--- src/hdl/mcg_pkg.sv ---
// Package with the widths, constants and tables of the month calendar grid.
package mcg_pkg;

  localparam int unsigned YEAR_W  = 14;
  localparam int unsigned MONTH_W = 4;
  localparam int unsigned DAY_W   = 5;
  localparam int unsigned CELL_W  = 6;
  localparam int unsigned WD_W    = 3;

  localparam logic [MONTH_W-1:0] MONTH_JAN = 4'd1;
  localparam logic [MONTH_W-1:0] MONTH_FEB = 4'd2;
  localparam logic [MONTH_W-1:0] MONTH_MAR = 4'd3;
  localparam logic [MONTH_W-1:0] MONTH_DEC = 4'd12;

  // Reciprocals for division by 25 (shift 17) and by 7 (shift 18).
  localparam logic [12:0] RECIP_25   = 13'd5243;
  localparam int unsigned SHIFT_25   = 17;
  localparam logic [15:0] RECIP_7    = 16'd37450;
  localparam int unsigned SHIFT_7    = 18;

  localparam logic [CELL_W-1:0] GRID_4_WEEKS = 6'd28;
  localparam logic [CELL_W-1:0] GRID_5_WEEKS = 6'd35;
  localparam logic [CELL_W-1:0] GRID_6_WEEKS = 6'd42;

  typedef logic [YEAR_W-1:0]  year_t;
  typedef logic [MONTH_W-1:0] month_t;
  typedef logic [DAY_W-1:0]   day_t;
  typedef logic [CELL_W-1:0]  cell_t;
  typedef logic [WD_W-1:0]    wd_t;

  function automatic day_t month_len(input month_t m);
    day_t len;
    case (m)
      4'd2:                      len = 5'd28;
      4'd4, 4'd6, 4'd9, 4'd11:   len = 5'd30;
      default:                   len = 5'd31;
    endcase
    return len;
  endfunction

  // Weekday offset of the 1st of each month, with the year counted from March.
  function automatic wd_t wd_offset(input month_t m);
    wd_t off;
    case (m)
      4'd1:    off = 3'd0;
      4'd2:    off = 3'd3;
      4'd3:    off = 3'd2;
      4'd4:    off = 3'd5;
      4'd5:    off = 3'd0;
      4'd6:    off = 3'd3;
      4'd7:    off = 3'd5;
      4'd8:    off = 3'd1;
      4'd9:    off = 3'd4;
      4'd10:   off = 3'd6;
      4'd11:   off = 3'd2;
      default: off = 3'd4;
    endcase
    return off;
  endfunction

endpackage

--- src/hdl/mcg_in_if.sv ---
// Request channel interface: year and month with valid and ready.
interface mcg_in_if;
  logic           valid;
  logic           ready;
  mcg_pkg::year_t  year;
  mcg_pkg::month_t month;

  modport source (output valid, output year, output month, input ready);
  modport sink   (input valid, input year, input month, output ready);
endinterface

--- src/hdl/mcg_out_if.sv ---
// Cell channel interface: day number and last-cell flag with valid and ready.
interface mcg_out_if;
  logic          valid;
  logic          ready;
  mcg_pkg::day_t day_number;
  logic          last_cell;

  modport source (output valid, output day_number, output last_cell, input ready);
  modport sink   (input valid, input day_number, input last_cell, output ready);
endinterface

--- src/hdl/month_calendar_grid_top.sv ---
// Top level of the month calendar grid generator.
//
// A request on in_ch carries a year and a month; month zero is taken as
// January and months above twelve as December. For each request the block
// sends the cells of a Sunday-first week grid on out_ch, one per transfer:
// blank cells (day 0) before the 1st, the day numbers, then blank cells up
// to the closing Saturday, with last_cell set on the final cell.
// A request goes through three register stages (clamp, divide, weekday and
// month length) and then loads the cell counter, which feeds the output
// register. The counter emits one cell per cycle while out_ch.ready is
// not held low; a request keeps it busy for the 28, 35 or 42 cells of its grid.
// Up to three further requests are taken while a grid is being sent.
// When the receiver holds out_ch.ready low, the output register holds its
// cell and the stages behind it fill and then drop in_ch.ready.
// Synchronous reset empties all stages and the output; no cell is pending.
module month_calendar_grid_top (
  input  logic              clk,
  input  logic              rst_n,
  mcg_in_if.sink            in_ch,
  mcg_out_if.source         out_ch
);

  // Stage valids and flow control.
  logic p1_v_r, p2_v_r, p3_v_r, gen_v_r, out_valid_r;
  logic out_adv, gen_emit, gen_done, gen_load, p3_free, p2_free, p1_free;

  // Stage 1 payload.
  mcg_pkg::year_t  y1_r;
  mcg_pkg::month_t m1_r, m1_nxt;

  // Stage 2 payload.
  logic [14:0]     yy_nxt, yy_r;
  logic [12:0]     q4_nxt, q4_r;
  logic [25:0]     prod_y;
  logic [7:0]      q25_r;
  logic [11:0]     c_nxt, c_r;
  logic [24:0]     prod_c;
  logic [7:0]      c25_r;
  logic            l4_r;
  mcg_pkg::month_t m2_r;

  // Stage 3 logic and payload.
  logic [5:0]      c100;
  logic [11:0]     c25x25, c100x100;
  logic            leap;
  logic [14:0]     wsum;
  logic [30:0]     prod_7;
  logic [11:0]     q7;
  logic [14:0]     rem7;
  mcg_pkg::wd_t    fw_nxt, fw3_r;
  mcg_pkg::day_t   len_nxt, len3_r;

  // Cell counter.
  mcg_pkg::cell_t  cnt_r, tot_r, fl_r, fl_nxt, tot_nxt, day_full;
  mcg_pkg::wd_t    fw_r;
  mcg_pkg::day_t   day_nxt;
  logic            last_nxt;

  // Output register.
  mcg_pkg::day_t   out_day_r;
  logic            out_last_r;

  assign out_adv  = !out_valid_r || out_ch.ready;
  assign gen_emit = gen_v_r && out_adv;
  assign gen_done = gen_emit && (cnt_r == tot_r - 6'd1);
  assign gen_load = !gen_v_r || gen_done;
  assign p3_free  = !p3_v_r || gen_load;
  assign p2_free  = !p2_v_r || p3_free;
  assign p1_free  = !p1_v_r || p2_free;

  assign in_ch.ready       = p1_free;
  assign out_ch.valid      = out_valid_r;
  assign out_ch.day_number = out_day_r;
  assign out_ch.last_cell  = out_last_r;

  always_ff @(posedge clk) begin
    if (!rst_n) begin
      p1_v_r      <= 1'b0;
      p2_v_r      <= 1'b0;
      p3_v_r      <= 1'b0;
      gen_v_r     <= 1'b0;
      out_valid_r <= 1'b0;
    end else begin
      if (p1_free) begin
        p1_v_r <= in_ch.valid;
      end
      if (p2_free) begin
        p2_v_r <= p1_v_r;
      end
      if (p3_free) begin
        p3_v_r <= p2_v_r;
      end
      if (gen_load) begin
        gen_v_r <= p3_v_r;
      end
      if (out_adv) begin
        out_valid_r <= gen_v_r;
      end
    end
  end

  // Stage 1: clamp the month into range.
  always_comb begin
    if (in_ch.month == '0) begin
      m1_nxt = mcg_pkg::MONTH_JAN;
    end else if (in_ch.month > mcg_pkg::MONTH_DEC) begin
      m1_nxt = mcg_pkg::MONTH_DEC;
    end else begin
      m1_nxt = in_ch.month;
    end
  end

  // Stage 2: shifted year count and its divisions by 4 and 100, plus the
  // divisions of the plain year needed for the leap test.
  always_comb begin
    yy_nxt = 15'(y1_r) + 15'd400 - ((m1_r < mcg_pkg::MONTH_MAR) ? 15'd1 : 15'd0);
    q4_nxt = yy_nxt[14:2];
    prod_y = 26'(q4_nxt) * 26'(mcg_pkg::RECIP_25);
    c_nxt  = y1_r[13:2];
    prod_c = 25'(c_nxt) * 25'(mcg_pkg::RECIP_25);
  end

  // Stage 3: leap test, weekday of the 1st and month length.
  always_comb begin
    c100     = c25_r[7:2];
    c25x25   = 12'(c25_r) * 12'd25;
    c100x100 = 12'(c100) * 12'd100;
    leap     = l4_r && ((c25x25 != c_r) || (c100x100 == c_r));
    wsum     = yy_r + 15'(q4_r) + 15'(q25_r[7:2]) - 15'(q25_r)
               + 15'(mcg_pkg::wd_offset(m2_r)) + 15'd1;
    prod_7   = 31'(wsum) * 31'(mcg_pkg::RECIP_7);
    q7       = prod_7[mcg_pkg::SHIFT_7 +: 12];
    rem7     = wsum - 15'(q7) * 15'd7;
    fw_nxt   = rem7[2:0];
    len_nxt  = mcg_pkg::month_len(m2_r)
               + (((m2_r == mcg_pkg::MONTH_FEB) && leap) ? 5'd1 : 5'd0);
  end

  // Cell counter load values and the cell in progress.
  always_comb begin
    fl_nxt = 6'(fw3_r) + 6'(len3_r);
    if (fl_nxt <= mcg_pkg::GRID_4_WEEKS) begin
      tot_nxt = mcg_pkg::GRID_4_WEEKS;
    end else if (fl_nxt <= mcg_pkg::GRID_5_WEEKS) begin
      tot_nxt = mcg_pkg::GRID_5_WEEKS;
    end else begin
      tot_nxt = mcg_pkg::GRID_6_WEEKS;
    end
    day_full = cnt_r - 6'(fw_r) + 6'd1;
    if ((cnt_r >= 6'(fw_r)) && (cnt_r < fl_r)) begin
      day_nxt = day_full[4:0];
    end else begin
      day_nxt = '0;
    end
    last_nxt = (cnt_r == tot_r - 6'd1);
  end

  always_ff @(posedge clk) begin
    if (in_ch.valid && p1_free) begin
      y1_r <= in_ch.year;
      m1_r <= m1_nxt;
    end
    if (p1_v_r && p2_free) begin
      yy_r  <= yy_nxt;
      q4_r  <= q4_nxt;
      q25_r <= prod_y[mcg_pkg::SHIFT_25 +: 8];
      c_r   <= c_nxt;
      c25_r <= prod_c[mcg_pkg::SHIFT_25 +: 8];
      l4_r  <= (y1_r[1:0] == 2'd0);
      m2_r  <= m1_r;
    end
    if (p2_v_r && p3_free) begin
      fw3_r  <= fw_nxt;
      len3_r <= len_nxt;
    end
    if (gen_load && p3_v_r) begin
      cnt_r <= '0;
      fw_r  <= fw3_r;
      fl_r  <= fl_nxt;
      tot_r <= tot_nxt;
    end else if (gen_emit) begin
      cnt_r <= cnt_r + 6'd1;
    end
    if (gen_emit) begin
      out_day_r  <= day_nxt;
      out_last_r <= last_nxt;
    end
  end

endmodule
--- src/flat_wrapper.sv ---
// flat-port wrapper written by rule: the top's interface ports become plain ports
module month_calendar_grid_top_flat 
  (clk, rst_n, in_ch_valid, in_ch_year, in_ch_month, in_ch_ready, out_ch_valid, out_ch_day_number, out_ch_last_cell, out_ch_ready);
  mcg_in_if in_ch_i ();
  mcg_out_if out_ch_i ();
  input  logic clk;
  input  logic rst_n;
  input wire logic [$bits(in_ch_i.valid)-1:0] in_ch_valid;
  input wire logic [$bits(in_ch_i.year)-1:0] in_ch_year;
  input wire logic [$bits(in_ch_i.month)-1:0] in_ch_month;
  output wire logic [$bits(in_ch_i.ready)-1:0] in_ch_ready;
  output wire logic [$bits(out_ch_i.valid)-1:0] out_ch_valid;
  output wire logic [$bits(out_ch_i.day_number)-1:0] out_ch_day_number;
  output wire logic [$bits(out_ch_i.last_cell)-1:0] out_ch_last_cell;
  input wire logic [$bits(out_ch_i.ready)-1:0] out_ch_ready;
  assign in_ch_i.valid = in_ch_valid;
  assign in_ch_i.year = in_ch_year;
  assign in_ch_i.month = in_ch_month;
  assign in_ch_ready = in_ch_i.ready;
  assign out_ch_valid = out_ch_i.valid;
  assign out_ch_day_number = out_ch_i.day_number;
  assign out_ch_last_cell = out_ch_i.last_cell;
  assign out_ch_i.ready = out_ch_ready;
  month_calendar_grid_top u_core (.clk(clk), .rst_n(rst_n), .in_ch(in_ch_i), .out_ch(out_ch_i));
endmodule
--- config.mk ---
export PLATFORM = sky130hd
export DESIGN_NAME = month_calendar_grid_top_flat
export DESIGN_NICKNAME = d
export VERILOG_FILES = /design/src/hdl/mcg_pkg.sv /design/src/hdl/mcg_in_if.sv /design/src/hdl/mcg_out_if.sv /design/src/hdl/month_calendar_grid_top.sv /design/src/flat_wrapper.sv
export SDC_FILE = /design/constraint.sdc
export NUM_CORES = 1
export LEC_CHECK = 0
export ABC_CLOCK_PERIOD_IN_PS = 14200
export BUFFER_PORTS_ARGS = -buffer_cell sky130_fd_sc_hd__buf_4
export CAP_MARGIN = 15
export CELL_PAD_IN_SITES_DETAIL_PLACEMENT = 1
export CELL_PAD_IN_SITES_GLOBAL_PLACEMENT = 1
export CORE_MARGIN = 5
export CORE_UTILIZATION = 54
export CTS_BUF_LIST = sky130_fd_sc_hd__clkbuf_4 sky130_fd_sc_hd__clkbuf_8
export DETAILED_ROUTE_END_ITERATION = 12
export GPL_TIMING_DRIVEN = 1
export PLACE_DENSITY_LB_ADDON = 0.1
export SYNTH_ARGS = -nofsm -noshare
export SYNTH_HDL_FRONTEND = slang
export SYNTH_SLANG_ARGS = --single-unit
--- constraint.sdc ---
create_clock -name clk -period 14.2 [get_ports clk]
set_input_delay 0.71 -clock clk [delete_from_list [all_inputs] [get_ports clk]]
set_output_delay 0.71 -clock clk [all_outputs]
set_load 0.005 [all_outputs]
Yosys cells after proc, flatten, opt, wreduce, memory -nomap -nowiden
Memory sizes are Yosys's and may differ from the RTL's. A register that Yosys moved wholly into a read port is not among the register bits.
Cells that the tools add are included.
{"block": "classes", "n_addsub": 14, "mul": 6, "div": 0, "order_cmp": 6, "n_eq_ne": 8, "shift": 0, "n_mux": 6, "n_bitwise": 0, "n_reduce_logical": 24}
{"op": "$mul 15x15->29 const B", "count": 1}
{"op": "$mul 12x13->25 const B", "count": 1}
{"op": "$mul 13x13->25 const B", "count": 1}
{"op": "$add 14x9->15 const B", "count": 1}
{"op": "$add 15x1->15 const B", "count": 1}
{"op": "$add 15x13->15", "count": 1}
{"op": "$add 15x3->15", "count": 1}
{"op": "$add 15x6->15", "count": 1}
{"op": "$sub 15x15->15", "count": 1}
{"op": "$sub 15x8->15", "count": 1}
{"op": "$eq 12x12->1", "count": 1}
{"op": "$mul 12x3->3 const B", "count": 1}
{"op": "$mul 8x5->12 const B", "count": 1}
{"op": "$mux 4", "count": 3}
{"op": "$ne 12x12->1", "count": 1}
{"op": "$mul 6x5->10 const B", "count": 1}
{"op": "$logic_and 1x1->1", "count": 9}
{"op": "$eq 4x3->1 const B", "count": 2}
{"op": "$eq 4x4->1 const B", "count": 2}
{"op": "$add 3x5->6", "count": 1}
{"op": "$add 6x1->6 const B", "count": 1}
{"op": "$eq 6x6->1", "count": 1}
{"op": "$ge 6x3->1", "count": 1}
{"op": "$le 6x5->1 const B", "count": 1}
{"op": "other kinds (18)", "count": 28}
{"block": "word_totals", "regBits": 119, "latch_bits": 0, "ramBits": 0, "mem_bits_ro": 48, "in_bits": 22, "output_inout_bits": 8, "elab_cells": 88, "mem_count": 1}
{"name": "(no name shown)", "depth": 16, "word_bits": 3, "rd": 1, "rd_clocked_by_memory_dff": 1, "write_ports": 0, "line_no": "mcg_pkg.sv:44", "text": "case (m)"}

Depth between registers and ports, before layout
{"block": "depth", "depth_word": 9, "depth_mapped": 46, "depth_no_buf": 46}

Worst setup path before layout
Ideal clock, no wire load.
{"block": "synth_path", "kind": "register to register", "start": "register u_core.q25_r[2]", "end": "register u_core.fw3_r[2] (data pin)", "arrival_time_ns": 9.524, "t_required_ns": 13.933, "path_slack_ns": 4.409, "stages_incl_launch_ff": 43, "n_path_buf": 0, "period_less_slack_ns": 9.791, "path_cell_list": "edfxtp_1 -> fa_1 -> inv_1 -> fa_1 -> fa_1 -> fa_1 -> nand3_1 -> a21boi_0 -> o21ai_0 -> a211o_1 -> o21bai_1 -> a21oi_1 -> o21bai_1 -> a21oi_1 -> xnor2_1 -> ha_1 -> ha_1 -> ha_1 -> (+7 left out) -> ha_1 -> a21o_1 -> a21oi_1 -> a31oi_1 -> or3_1 -> a21oi_1 -> xnor2_1 -> xnor2_1 -> fa_1 -> xnor2_1 -> xnor2_1 -> xnor2_1 -> xnor2_1 -> xnor2_1 -> xnor2_1 -> xnor2_1 -> xnor2_1 -> xor2_1"}
{"block": "synth_between", "elab_chain_cells": 7}
{"element": "start: declaration", "line_no": "month_calendar_grid_top.sv:35", "text": "logic [7:0] q25_r;"}
{"element": "start signal: assignment", "line_no": "month_calendar_grid_top.sv:166", "text": "q25_r <= prod_y[mcg_pkg::SHIFT_25 +: 8];"}
{"element": "$add 15x6->15", "line_no": "month_calendar_grid_top.sv:129", "text": "wsum = yy_r + 15'(q4_r) + 15'(q25_r[7:2]) - 15'(q25_r)"}
{"element": "$sub 15x8->15 (*)", "line_no": "month_calendar_grid_top.sv:129"}
{"element": "$add 15x3->15 (*)", "line_no": "month_calendar_grid_top.sv:130", "text": "+ 15'(mcg_pkg::wd_offset(m2_r)) + 15'd1;"}
{"element": "$add 15x1->15 (*)", "line_no": "month_calendar_grid_top.sv:130"}
{"element": "$mul 15x15->29", "line_no": "month_calendar_grid_top.sv:131", "text": "prod_7 = 31'(wsum) * 31'(mcg_pkg::RECIP_7);"}
{"element": "$mul 12x3->3", "line_no": "month_calendar_grid_top.sv:133", "text": "rem7 = wsum - 15'(q7) * 15'd7;"}
{"element": "$sub 3x3->3 (*)", "line_no": "month_calendar_grid_top.sv:133"}
{"element": "via u_core.rem7[2]", "line_no": "month_calendar_grid_top.sv:49", "text": "logic [14:0] rem7;"}
{"element": "end signal: assignment", "line_no": "month_calendar_grid_top.sv:173", "text": "fw3_r <= fw_nxt;"}
{"element": "end: declaration", "line_no": "month_calendar_grid_top.sv:50", "text": "mcg_pkg::wd_t fw_nxt, fw3_r;"}
Mark *: on every way through the listed nets, which the timed path passes. The rest lies on a longest branch.
A chain may end at the register's enable or synchronous reset.

Final worst setup path
Same ends and word-level chain as after synthesis.

==> flow_metrics.env <==
export IMPL_cts_buffers=9
export IMPL_drt_total_wl_um=30900
export IMPL_syn_inst=1369
export IMPL_critPathArrivalTime_ns=10.62
export IMPL_ys_types=54
export IMPL_drive_above_1_share_pct=5.14
export IMPL_nFillCells=2935
export IMPL_worstReg2RegEnd="u_core.fw3_r[2]"
export IMPL_slew_violations=0
export IMPL_via_count=9305
export IMPL_rsz0062_at_grt="false"
export IMPL_path_class="register to register"
export IMPL_critPathMaxFanout=4
export IMPL_setup_viol=0
export IMPL_synth_common_cells="inv_1, ha_1, fa_1"
export IMPL_worst_pin_slew_ns=1.08
export IMPL_reg2regPathDepth=42
export IMPL_syn_area_per_cell_um2=10.6
export IMPL_die_y_um=174
export IMPL_num_antenna_cells=0
export IMPL_finClkSkew_ns=0.0302
export IMPL_design_area_um2=15400
export IMPL_yosysTopAreaCellShare_pct=30.2
export IMPL_status="finished, final reports clean"
export IMPL_hold_path_class="primary input to register"
export IMPL_rows=60
export IMPL_critPathLaunchType="register"
export IMPL_cts_sinks=105
export IMPL_place_area_um2=15200
export IMPL_rr_startpoint="u_core.q25_r[2]"
export IMPL_min_period_over_period_pct=73.8
export IMPL_grt_antenna_before_repair=0
export IMPL_netlist_area_um2=14500
export IMPL_crit_path_frequent_cell="xnor2_1"
export IMPL_slew_headroom_pct=27.5
export IMPL_post_cts_resized=0
export IMPL_cp_end_kind="register"
export IMPL_initial_core_util_pct=54.3
export IMPL_nets=1944
export IMPL_io_pins=30
export IMPL_grt_overflow_total=0
export IMPL_r2r_setup_slack_ns=3.72
export IMPL_grt_pass1_vias=10748
export IMPL_timing_hold_ws_ns=0.470
export IMPL_clock_latency_ns=0.40
export IMPL_yosysWarnings=0
export IMPL_whs_endpoint="u_core.y1_r[7]"
export IMPL_drt_pass1_iter_count=4
export IMPL_tritoncts="built"
export IMPL_place_congestion=0.831
export IMPL_synth_most_common_cell="inv_1"
export IMPL_grt_start_max_net_pins=43
export IMPL_synth_top_area_cell="ha_1"
export IMPL_cts_path_max_buffers=2
export IMPL_worst_path_max_delay_cell="fa_1"
export IMPL_postCtsSetupRepairBufs=0
export IMPL_fin_tns_setup_ns=0
export IMPL_grt_total_usage_pct=21.7
export IMPL_yosysSeqAreaShare_pct=20.8
export IMPL_period_needed_ns=10.48
export IMPL_drc=0
export IMPL_ant_nets=0
export IMPL_ys_seq_elements=105
export IMPL_synth_area_leaders="ha_1, fa_1, edfxtp_1, inv_1, xnor2_1"
export IMPL_fmax_mhz=95.5
export IMPL_vias_per_cell=5.28
export IMPL_synth_edf_count=91
export IMPL_holdCritStartpoint="in_ch_year[7]"
export IMPL_synth_async_reset_ratio_pct=0
export IMPL_dp_slack_ns=3.71
export IMPL_die_w_um=174
export IMPL_dp_hpwl_um=27200
export IMPL_dieArea_um2=30300
export IMPL_coreArea_um2=26700
export IMPL_clk_pin_slew_worst_paths_ns=0.13
export IMPL_layout_setup_ws_ns=3.72
export IMPL_area_delta_synth_final_pct=6.22
export IMPL_root_buffer="clkbuf_8"
export IMPL_worst_path_largest_cell_delay_ns=0.55
export IMPL_io_buffers=29
export IMPL_routedWlPerCell_um=17.6
export IMPL_grt_pass1_wl_um=53100
export IMPL_worstHoldPathCells=1
export IMPL_required_ns=14.35
export IMPL_drtIter0Drc=224
export IMPL_cts_htree_levels=3
export IMPL_syn_nets=1897
export IMPL_ys_flop_type="edfxtp_1"
export IMPL_max_cap_viol_count=0
export IMPL_holdBufCountCts=0
export IMPL_hold_viol_final=0
[metal layers]
layer,up-vias,share of wire (%),GRT usage [%]
met3,19,1.2,2.11
met2,51,53,40.6
met1,4686,45,27.4
li1,4549,-,-
met4,0,1.2,4.62
met5,-,0,0
[critical path: cells and delay by family, from the launching register on]
family / cells / cell delay [ns]
fa+ha+maj: 13 / 5.36
xor+xnor: 11 / 1.97
compound gates: 10 / 1.62
simple gates: 2 / 0.54
flops: 1 / 0.43
buf+inv: 6 / 0.29
[how the worst max path moves through the flow]
stage	startpoint	end	slack, ns	depth (start not counted)
2_1_floorplan	u_core.q25_r[2]	u_core.fw3_r[2]	4.41	42
3_3_place_gp	u_core.q25_r[2]	u_core.fw3_r[2]	3.99	42
3_5_place_dp	u_core.q25_r[2]	u_core.fw3_r[2]	3.71	42
4_1_cts	u_core.q25_r[2]	u_core.fw3_r[2]	3.69	42
5_1_grt	u_core.q25_r[2]	u_core.fw3_r[2]	3.07	42
6_report	u_core.q25_r[2]	u_core.fw3_r[2]	3.72	42
[final cells by class]
type	count	area, um2	area share [%]
multi-input cells	902	10100	65.8
flip-flops and latches	105	3010	19.5
inverters	358	1340	8.72
well taps	341	427	2.77
repair buffers	40	300	1.95
clock buffers	10	131	0.852
clock inverters	6	56.3	0.365
[cell usage in the layout (no fill, tap or decap), types with 7 or more instances in the layout]
| cell | synthesis | layout |
|---|---|---|
| xor2_1 | 29 | 29 |
| buf_4 | 0 | 40 |
| fa_1 | 156 | 156 |
| nor3_1 | 15 | 15 |
| nor2_1 | 42 | 42 |
| nand2_1 | 26 | 26 |
| nand3_1 | 10 | 10 |
| nand4_1 | 8 | 8 |
| nor2b_1 | 9 | 9 |
| o21bai_1 | 7 | 7 |
| clkbuf_8 | 0 | 9 |
| ha_1 | 350 | 350 |
| o21ai_0 | 21 | 21 |
| edfxtp_1 | 91 | 91 |
| a21oi_1 | 42 | 41 |
| xnor2_1 | 75 | 75 |
| a21o_1 | 21 | 21 |
| inv_1 | 358 | 357 |
| dfxtp_1 | 14 | 14 |
[sequential cells by signal, summed over array words and instances (netlist names), 5 cells and up, named ones only]
register / count
u_core.y1_r: 14
u_core.fl_r: 6
u_core.cnt_r: 6
u_core.c25_r: 8
u_core.q4_r: 13
u_core.q25_r: 8
u_core.out_ch.day_number: 5
u_core.c_r: 12
[kinds of logic (layout without fill, tap and decap cells)]
| family | Yosys count | count (layout) | share of synthesized area (%) |
|---|---|---|---|
| xor gates and xnor gates | 104 | 104 | 6.28 |
| buffers and inverters | 362 | 414 | 9.36 |
| other | 1 | 1 | 0.0258 |
| DFF | 105 | 105 | 20.8 |
| adders and majority gates | 506 | 506 | 51.7 |
| and+or+nand+nor | 144 | 144 | 4.98 |
| muxes | 8 | 8 | 0.569 |
| AOI/OAI and AO/OA | 139 | 139 | 6.33 |
[metrics by stage]
stage               cells  utilization [%]
detailed placement   1745             57.0
global route         1762             57.7
global placement     1745             57.0
CTS                  1761             57.7
floorplan            1369                -
finish               1762             57.7
Power is not shown: default switching activity piles up to over one toggle a cycle in this logic, so the estimate is an artifact.
